==> src/hdl/dds_sample_player_assert.svh <==
`ifndef DDS_SAMPLE_PLAYER_ASSERT_SVH
`define DDS_SAMPLE_PLAYER_ASSERT_SVH

// same-cycle implication, checked outside reset
`define DSP_ASSERT_IMP(lbl, ck, rst_n, ante, cons) \
	lbl: assert property (@(posedge ck) disable iff (!rst_n) (ante) |-> (cons)) \
		else $error("dsp assertion failed");

// next-cycle implication, checked outside reset
`define DSP_ASSERT_NXT(lbl, ck, rst_n, ante, cons) \
	lbl: assert property (@(posedge ck) disable iff (!rst_n) (ante) |=> (cons)) \
		else $error("dsp assertion failed");

`endif

==> src/hdl/dsp_pkg.sv <==
package dsp_pkg;

	localparam int unsigned DEPTH_DEFAULT = 4096;

	localparam int OP_W     = 2;
	localparam int ENTRY_W  = 12;
	localparam int WORD_W   = 32;
	localparam int BYTE_W   = 8;
	localparam int LEN_W    = 13;
	localparam int PADDR_W  = 4;
	localparam int PDATA_W  = 32;
	localparam int CNT_W    = 3;

	localparam logic [CNT_W-1:0] LAST_BYTE = 3'd4;

	typedef enum logic [OP_W-1:0] {
		OP_WRITE  = 2'd0,
		OP_TICK   = 2'd1,
		OP_DIRECT = 2'd2
	} op_t;

	typedef enum logic [1:0] {
		REG_BUF_LEN = 2'd0,
		REG_STEP    = 2'd1,
		REG_MODE    = 2'd2,
		REG_CTRL    = 2'd3
	} reg_idx_t;

	localparam logic [LEN_W-1:0]  BUF_LEN_RST = 13'd0;
	localparam logic [LEN_W-1:0]  STEP_RST    = 13'd1;
	localparam logic [BYTE_W-1:0] CTRL_RST    = 8'd1;

	typedef struct packed {
		logic [LEN_W-1:0]  buffer_length;
		logic [LEN_W-1:0]  step_size;
		logic              stream_mode;
		logic [BYTE_W-1:0] control_byte;
	} cfg_t;

endpackage

==> src/hdl/dsp_regs.sv <==
module dsp_regs (
	input  logic                         clk,
	input  logic                         arst_n,
	input  logic                         psel,
	input  logic                         penable,
	input  logic                         pwrite,
	input  logic [dsp_pkg::PADDR_W-1:0]  paddr,
	input  logic [dsp_pkg::PDATA_W-1:0]  pwdata,
	output logic [dsp_pkg::PDATA_W-1:0]  prdata,
	output logic                         pready,
	output dsp_pkg::cfg_t                cfg
);

	import dsp_pkg::*;

	cfg_t     cfg_q;
	reg_idx_t sel;
	logic     wr_en;

	assign sel    = reg_idx_t'(paddr[PADDR_W-1:2]);
	assign wr_en  = psel && penable && pwrite && pready;
	assign pready = 1'b1;
	assign cfg    = cfg_q;

	always_ff @(posedge clk or negedge arst_n) begin
		if (!arst_n) begin
			cfg_q.buffer_length <= BUF_LEN_RST;
			cfg_q.step_size     <= STEP_RST;
			cfg_q.stream_mode   <= 1'b0;
			cfg_q.control_byte  <= CTRL_RST;
		end else if (wr_en) begin
			unique case (sel)
				REG_BUF_LEN: cfg_q.buffer_length <= pwdata[LEN_W-1:0];
				REG_STEP:    cfg_q.step_size     <= pwdata[LEN_W-1:0];
				REG_MODE:    cfg_q.stream_mode   <= pwdata[0];
				REG_CTRL:    cfg_q.control_byte  <= pwdata[BYTE_W-1:0];
				default: ;
			endcase
		end
	end

	always_comb begin
		unique case (sel)
			REG_BUF_LEN: prdata = PDATA_W'(cfg_q.buffer_length);
			REG_STEP:    prdata = PDATA_W'(cfg_q.step_size);
			REG_MODE:    prdata = PDATA_W'(cfg_q.stream_mode);
			REG_CTRL:    prdata = PDATA_W'(cfg_q.control_byte);
			default:     prdata = '0;
		endcase
	end

endmodule

==> config.mk <==
export PLATFORM = sky130hd
export DESIGN_NAME = dsp_regs
export DESIGN_NICKNAME = d
export VERILOG_FILES = /design/src/hdl/dds_sample_player_assert.svh /design/src/hdl/dsp_pkg.sv /design/src/hdl/dsp_regs.sv
export SDC_FILE = /design/constraint.sdc
export NUM_CORES = 1
export LEC_CHECK = 0
export BUFFER_PORTS_ARGS = -buffer_cell sky130_fd_sc_hd__buf_2
export CAP_MARGIN = 30
export CORE_ASPECT_RATIO = 1.1
export CORE_MARGIN = 5
export CORE_UTILIZATION = 39
export DETAILED_ROUTE_END_ITERATION = 12
export HOLD_SLACK_MARGIN = 0.05
export PLACE_DENSITY = 0.74
export SLEW_MARGIN = 40
export SYNTH_ARGS = -nofsm -noshare
export SYNTH_HDL_FRONTEND = slang
export SYNTH_SLANG_ARGS = --single-unit
export TNS_END_PERCENT = 30
==> constraint.sdc <==
create_clock -name clk -period 0.9 [get_ports clk]
set_input_delay 0.09 -clock clk [delete_from_list [all_inputs] [get_ports clk]]
set_output_delay 0.09 -clock clk [all_outputs]
set_load 0.02 [all_outputs]
==> results.json, run 1 <==
{
  "antenna_found_initial": 0,
  "max_freq_mhz": 735,
  "synth-seq-area-share_pct": 48.4,
  "largest_reg_flops": 35,
  "layout-drive-gt1-share_pct": 63.4,
  "grt_pass1_vias": 1510,
  "synth_top_family_by_area": "multiplexers",
  "clockRootBuffer": "clkbuf_8",
  "gp_congestion": 0.700,
  "hold_end": "cfg[17]",
  "hold_depth": 2,
  "slew_violations": 0,
  "cap_violations": 0,
  "hpwl_um": 3140,
  "power_leakage_nw": 1.51,
  "vdd_drop_max_uv": 955,
  "grt_usage_pct": 16.3,
  "power_per_cell_area_nw_per_um2": 2290,
  "rrSetupSlack_ns": -0.09,
  "core_um2": 4590,
  "hp-start": "pwdata[8]",
  "critical-path-slowest-cell": "mux4_2",
  "fillerInstances": 343,
  "p_int_mw": 4.48,
  "final_cell_mix": "69 x buf_6, 33 x dfrtp_1, 26 x buf_2",
  "finalSetupViolCount": 57,
  "hold_class": "in2reg",
  "via_count": 1429,
  "violations": "negative setup slack",
  "routedWlPerCell_um": 16.0,
  "synth_compound_area_share_pct": 1.93,
  "yosysTopAreaCell": "dfrtp_1",
  "wl_met1_um": 1830,
  "finalCritPeriodShare_pct": 151,
  "drt-pass1-iter-count": 4,
  "whs_ns": 0.0630,
  "synth.mux.area_fraction_pct": 31.7,
  "synth_xor_xnor_area_share_pct": 0,
  "r2r-end": "cfg[25]",
  "vias_per_cell": 4.61,
  "h-tree-depth": 2,
  "final_common_cell": "buf_6",
  "grt_max_degree": 36,
  "path_cells": "mux4_2 > buf_6",
  "status": "finished, violations left",
  "cts_buffers": 5,
  "slowest_delay_ns": 0.47,
  "ff2ff_path_depth": 3,
  "netlist_top_cells_area": "dfrtp_1 46%, mux2_2 16%, buf_4 8.3%, mux2_4 8.3%, mux2i_1 6.6%",
  "pwr-share-clk_pct": 16.8,
  "r2r-start": "cfg[25]",
  "crit_path_end_kind": "output port",
  "arrival_ns": 1.27,
  "clock-sinks": 35,
  "postSynthAreaPerCell_um2": 12.9,
  "design.die.area_um2": 6120,
  "combPwrFrac_pct": 49.6,
  "die_x_um": 75.0,
  "start_util_pct": 39.6,
  "area_growth_pct": 61.9,
  "antenna_cells": 0,
  "finalNetCount": 294,
  "drt_iter0_drc": 9,
  "clock_path_buffers": 2,
  "clock_latency_ns": 0.27,
  "grt_pass1_wl_um": 7400,
  "rows": 26,
  "clk_pin_slew_ns": 0.07,
  "final_util_pct": 64.0,
  "dr_wl_met3_um": 281,
  "io_pins": 109,
  "routed-wl-met2_um": 2820,
  "syn_inst": 141,
  "fp.dieH_um": 81.5,
  "worst-path-buf-inv": 1,
  "drc": 0,
  "cp_max_fo": 2,
  "synth-simple-area-share_pct": 4.90,
  "layout_min_cycle_time_ns": 1.36,
  "yosysWarningCount": 0,
  "synth_seq_cells": 35,
  "fin_ws_ns": -0.461,
  "critPathTopFamily": "multiplexers",
  "routed_wl_um": 4970,
  "finalClockSkew_ns": 0,
  "cts_tree": "done",
  "synthAdderAreaFrac_pct": 0,
  "crit_type": "reg2out",
  "numPortBuffers": 67,
  "drtAntennaViolNets": 0,
  "pwr-share-seq_pct": 33.6,
  "crit_path_start_kind": "register",
  "synth_top_area_share_pct": 45.5,
  "top_layer": "met4",
  "synthDistinctLibCells": 22,
  "overflow": 0,
  "p_switching_mw": 2.23,
  "hold_viol": 0,
  "swShare_pct": 33.3,
  "syn_area_um2": 1810,
  "worstPathRequired_ns": 0.81,
  "rsz0062_at_grt": "yes"
}
[cell type report]
type | instances | area (um^2) | share of cell area, %
clock buffers | 7 | 86.3 | 2.94
clock inverters | 1 | 5.00 | 0.170
inverters | 1 | 3.75 | 0.128
multi-input cells | 94 | 781 | 26.6
flip-flops and latches | 35 | 878 | 29.9
well taps | 56 | 70.1 | 2.39
repair buffers | 116 | 1110 | 37.9
[metal layers]
layer  vias up  GRT usage [%]
li1        667              -
met1       703           18.2
met2        52           30.3
met3         7           3.06
met4         0           5.87
met5         -              0
[cell families after synthesis]
family	Yosys count
other cells	2
flops	35
simple gates	19
mux	48
compound gates	7
buf+inv	30
[cells in the mapped netlist]
master,n
dfstp_2,2
nand3_1,1
mux4_2,1
mux2i_1,12
nor3_1,1
mux2_2,25
or3_4,1
buf_2,3
or2_2,1
buf_4,20
buf_12,1
nand2_1,7
nand4_1,1
buf_6,3
and2_1,1
conb_1,2
mux2_4,10
o21ai_0,7
nor2_1,6
dfrtp_1,33
inv_1,1
clkbuf_1,2
[timing repair]
action	4_1_cts	5_1_grt
hold endpoints to repair	39	0
hold buffers	4	0
setup buffers	24	9
resized for setup	78	41
setup endpoints to repair	60	73
pin swaps	1	1
[worst max path at each step]
stage	slack, ns	cells after the start	endpoint	startpoint
2_1_floorplan	-0.34	5	cfg[22]	paddr[3]
3_3_place_gp	-0.30	3	cfg[28]	paddr[3]
3_5_place_dp	-0.33	4	cfg[31]	psel
4_1_cts	-0.47	2	prdata[0]	cfg[22]
5_1_grt	-0.51	2	prdata[0]	cfg[22]
6_report	-0.46	2	prdata[0]	cfg[8]
[per-stage QoR]
step                      worst slack (ns)  power (mW)  instances  TNS, ns  area [um^2]
after floorplan                     -0.343        3.56        159   -10.07         1890
after global placement              -0.297        4.23        268   -11.05         2210
after detailed placement            -0.332        4.28        268   -11.82         2210
after CTS                           -0.474        6.35        303    -6.91         2750
after global routing                -0.507        7.09        310    -9.87         2940
final                               -0.461        6.71        310    -7.55         2940
[worst register-to-register path: cells and delay by family, from the launching register on]
kind	cells	cell delay [ns]
mux	1	0.25
buf+inv	2	0.23
flops	1	0.40
[power by group through the flow]
stage	Combinational [mW]	Clock, mW	Sequential (mW)
after detailed placement	2.03	0	2.25
after floorplan	0.871	0	2.69
after CTS	2.97	1.19	2.19
after global placement	2.00	0	2.23
final	3.33	1.13	2.25
after global routing	3.55	1.25	2.29
(Power assumes the default switching activity.)
==> run 2: changes to the inputs <==
Settings changed: CTS_BUF_LIST set to sky130_fd_sc_hd__clkbuf_4 sky130_fd_sc_hd__clkbuf_8 sky130_fd_sc_hd__clkbuf_16.
==> run 2 against run 1 <==
Net effect: the flow still finishes with violations (negative setup slack); sequential power is essentially flat; register-to-register slack hardly changed; via count decreased by 0.91%; design area is 0.81% lower; clock-buffer cell count is the same; critical endpoint unchanged; largest cell class unchanged; largest power group unchanged.
==> results.json, run 2 (synthesis results as in run 1) <==
{
  "slowest_delay_ns": 0.47,
  "drt_iter0_drc": 14,
  "gp_congestion": 0.700,
  "finalSetupViolCount": 56,
  "drt-pass1-iter-count": 4,
  "clockRootBuffer": "clkbuf_8",
  "overflow": 0,
  "fin_ws_ns": -0.462,
  "hold_class": "in2reg",
  "finalClockSkew_ns": 0,
  "grt_pass1_vias": 1487,
  "routed_wl_um": 4960,
  "grt_pass1_wl_um": 7220,
  "final_common_cell": "buf_6",
  "layout_min_cycle_time_ns": 1.36,
  "numPortBuffers": 67,
  "drc": 0,
  "place_ws_ns": -0.332,
  "path_cells": "mux4_2 > buf_6",
  "rsz0062_at_grt": "yes",
  "worstPathRequired_ns": 0.81,
  "via_count": 1416,
  "cts_buffers": 5,
  "cp_max_fo": 2,
  "cap_violations": 0,
  "crit_type": "reg2out",
  "grt_usage_pct": 15.9,
  "drtAntennaViolNets": 0,
  "worst-path-buf-inv": 1,
  "place_area_um2": 2210,
  "core_um2": 4590,
  "critPathTopFamily": "multiplexers",
  "die_x_um": 75.0,
  "area_growth_pct": 60.6,
  "clock-sinks": 35,
  "layout-drive-gt1-share_pct": 64.1,
  "power_per_cell_area_nw_per_um2": 2310,
  "grt_max_degree": 36,
  "final_cell_mix": "69 x buf_6, 33 x dfrtp_1, 26 x buf_2",
  "start_util_pct": 39.6,
  "rows": 26,
  "io_pins": 109,
  "final_util_pct": 63.5,
  "startpoint": "cfg[8]",
  "arrival_ns": 1.27,
  "finalCritPeriodShare_pct": 151,
  "design.die.area_um2": 6120,
  "cts_tree": "done",
  "hold_viol": 0,
  "h-tree-depth": 2,
  "routedWlPerCell_um": 16.2,
  "fp.dieH_um": 81.5,
  "antenna_cells": 0,
  "clock_path_buffers": 2,
  "violations": "negative setup slack",
  "vdd_drop_max_uv": 961,
  "r2r-start": "cfg[25]",
  "power_leakage_nw": 1.50,
  "clk_pin_slew_ns": 0.06,
  "vias_per_cell": 4.61,
  "crit_path_start_kind": "register",
  "stdcell_area_um2": 2910,
  "clock_latency_ns": 0.28,
  "antenna_found_initial": 0,
  "largest_reg_flops": 35,
  "finalNetCount": 291,
  "slew_violations": 0,
  "crit_path_end_kind": "output port",
  "hp-start": "pwdata[12]",
  "critical-path-slowest-cell": "mux4_2",
  "hpwl_um": 3140,
  "max_freq_mhz": 734,
  "status": "finished, violations left"
}
run 2: cell types whose count changed in the layout (fill, tap and decap cells not counted), sizes merged:
| cell | change |
|---|---|
| buf | -1 |
| dlygate4sd3 | -2 |
run 2: layout make-up:
type,instances,area (um^2)
flip-flops and latches,35,878
clock buffers,7,90.1
well taps,56,70.1
repair buffers,113,1080
fillers,348,1670
multi-input cells,94,781
inverters,1,3.75
clock inverters,1,5.00
run 2: report_power, final:
group | internal, mW | switching, mW | total (mW)
combinational | 1.89 | 1.42 | 3.31
clock | 0.647 | 0.526 | 1.17
sequential | 1.96 | 0.293 | 2.25
total | 4.49 | 2.24 | 6.73
run 2: metal layers:
layer,vias up,part of all wire [%],routed length [um],global-route usage (%)
met4,0,0.30,15,5.87
met1,695,36,1760,18.0
met2,57,58,2870,29.2
li1,662,-,-,-
met3,2,6.2,309,3.06
met5,-,0,0,0
run 2: final timing paths:
| check | slack, ns | cells past startpoint | to |
|---|---|---|---|
| max | -0.46 | 2 | prdata[0] |
| min | 0.06 | 2 | cfg[34] |
| max reg2reg | -0.09 | 3 | cfg[25] |
| min reg2reg | 0.54 | 1 | cfg[6] |
| max in group asynchronous | 0.36 | 3 | cfg[0] |
| min in group asynchronous | 0.30 | 3 | cfg[1] |
run 2: timing repair:
| item | in CTS | in global routing |
|---|---|---|
| setup buffers | 24 | 8 |
| endpoints found under the setup margin | 60 | 72 |
| endpoints found under the hold margin | 37 | 0 |
| resized for setup | 78 | 41 |
| hold buffers | 2 | 0 |
| pin swaps | 1 | 1 |
run 2: stage by stage:
step	power, mW	setup TNS [ns]	cells	hold WS, ns
after floorplan	3.56	-10.07	159	-0.206
after global placement	4.23	-11.05	268	0.0648
after detailed placement	4.28	-11.82	268	0.0645
after CTS	6.37	-6.87	301	0.0501
after global routing	7.09	-9.77	307	0.0565
final	6.73	-7.49	307	0.0619
==> run 3: changes to the inputs <==
Settings changed: CTS_CLUSTER_SIZE set to 14, SKIP_CTS_REPAIR_TIMING set to 1.
==> run 3 against run 2 <==
Net effect: the run still ends with negative setup slack left; clock skew did not move; global-route usage fell by 1.8 points; critical path depth did not move; clock power barely moved; worst hold slack got worse by 0.016 ns; total power fell by 9.1%.
==> results.json, run 3 (synthesis results as in run 1) <==
{
  "drt_iter0_drc": 17,
  "layout_min_cycle_time_ns": 1.40,
  "antenna_cells": 0,
  "clockRootBuffer": "clkbuf_8",
  "via_count": 1334,
  "vias_per_cell": 4.62,
  "final_common_cell": "buf_6",
  "start_util_pct": 39.6,
  "grt_pass1_wl_um": 6460,
  "finalSetupViolCount": 52,
  "hpwl_um": 3140,
  "finalCritPeriodShare_pct": 156,
  "grt_pass1_vias": 1332,
  "overflow": 0,
  "rrSetupSlack_ns": -0.02,
  "place_ws_ns": -0.332,
  "routedWlPerCell_um": 15.6,
  "cts_buffers": 5,
  "hp-start": "pwdata[11]",
  "r2r-start": "cfg[30]",
  "grt.busiest_layer": "met2",
  "fin_ws_ns": -0.504,
  "core_um2": 4590,
  "rsz0062_at_grt": "yes",
  "hold_end": "cfg[33]",
  "routed_wl_um": 4510,
  "power_leakage_nw": 1.37,
  "ff2ff_path_depth": 2,
  "slew_violations": 0,
  "max_freq_mhz": 712,
  "vdd_drop_max_uv": 955,
  "cts_tree": "done",
  "hold_depth": 2,
  "h-tree-depth": 2,
  "hold_class": "in2reg",
  "area_growth_pct": 45.1,
  "violations": "negative setup slack",
  "status": "finished, violations left",
  "clk_pin_slew_ns": 0.07,
  "crit_path_end_kind": "output port",
  "final_cell_mix": "37 x buf_6, 35 x buf_2, 33 x dfrtp_1",
  "design.die.area_um2": 6120,
  "clock_path_buffers": 2,
  "finalNetCount": 273,
  "clock-sinks": 35,
  "r2r-end": "cfg[30]",
  "crit_type": "reg2out",
  "rows": 26,
  "power_per_cell_area_nw_per_um2": 2320,
  "cap_violations": 0,
  "die_x_um": 75.0,
  "io_pins": 109,
  "grt_max_degree": 36,
  "use_met3_pct": 3.06,
  "finalClockSkew_ns": 0,
  "drc": 0,
  "worstPathRequired_ns": 0.81,
  "crit_path_start_kind": "register",
  "grtUsageMet2_pct": 24.7,
  "grt_usage_pct": 14.1,
  "fillerInstances": 387,
  "hold_viol": 0,
  "gp_congestion": 0.700,
  "arrival_ns": 1.31,
  "antenna_found_initial": 0,
  "instances_no_fill": 289,
  "cp_max_fo": 2,
  "drtAntennaViolNets": 0,
  "layout-drive-gt1-share_pct": 61.8,
  "fp.dieH_um": 81.5,
  "use_met1_pct": 16.4,
  "drt-pass1-iter-count": 4,
  "numPortBuffers": 67,
  "largest_reg_flops": 35,
  "clock_latency_ns": 0.28,
  "place_inst": 268
}
## run 3: cell count changes in the layout (fill, tap and decap cells not counted), sizes merged
cell and delta:
buf -17, dlygate4sd3 -1
## run 3: final cells by class
cell class | count | area [um^2] | share of cell area (%)
multi-input cells | 94 | 781 | 29.7
clock buffers | 7 | 90.1 | 3.42
clock inverters | 1 | 5.00 | 0.190
repair buffers | 95 | 805 | 30.6
inverters | 1 | 3.75 | 0.143
well taps | 56 | 70.1 | 2.66
flip-flops and latches | 35 | 878 | 33.4
## run 3: critical path: stages, from the launching register on
cell	delay, ns
dfrtp_1	0.40
mux4_2	0.48
buf_6	0.15
## run 3: how the worst max path moves through the flow
stage,startpoint,to,cells past startpoint
global route,cfg[22],prdata[0],2
finish,cfg[22],prdata[0],2
detailed placement,psel,cfg[31],4
global placement,paddr[3],cfg[28],3
CTS,cfg[8],prdata[0],2
floorplan,paddr[3],cfg[22],5
## run 3: per-stage QoR
step	hold WS, ns	power [mW]	setup TNS (ns)	area (um^2)	utilization (%)
final	0.0456	6.12	-5.43	2630	57.4
after detailed placement	0.0645	4.28	-11.82	2210	48.2
after floorplan	-0.206	3.56	-10.07	1890	-
after CTS	-0.240	5.48	-5.71	2310	50.3
after global routing	0.0553	6.45	-7.32	2630	57.4
after global placement	0.0648	4.23	-11.05	2210	48.2
## run 3: layer usage
layer / part of all wire, % / vias to the layer above
li1: - / 621
met4: 1.2 / 0
met2: 54 / 56
met5: 0 / -
met3: 7.7 / 7
met1: 37 / 650
## run 3: where the power goes
part,internal (mW),switching (mW)
clock,0.647,0.538
sequential,1.96,0.317
combinational,1.41,1.25
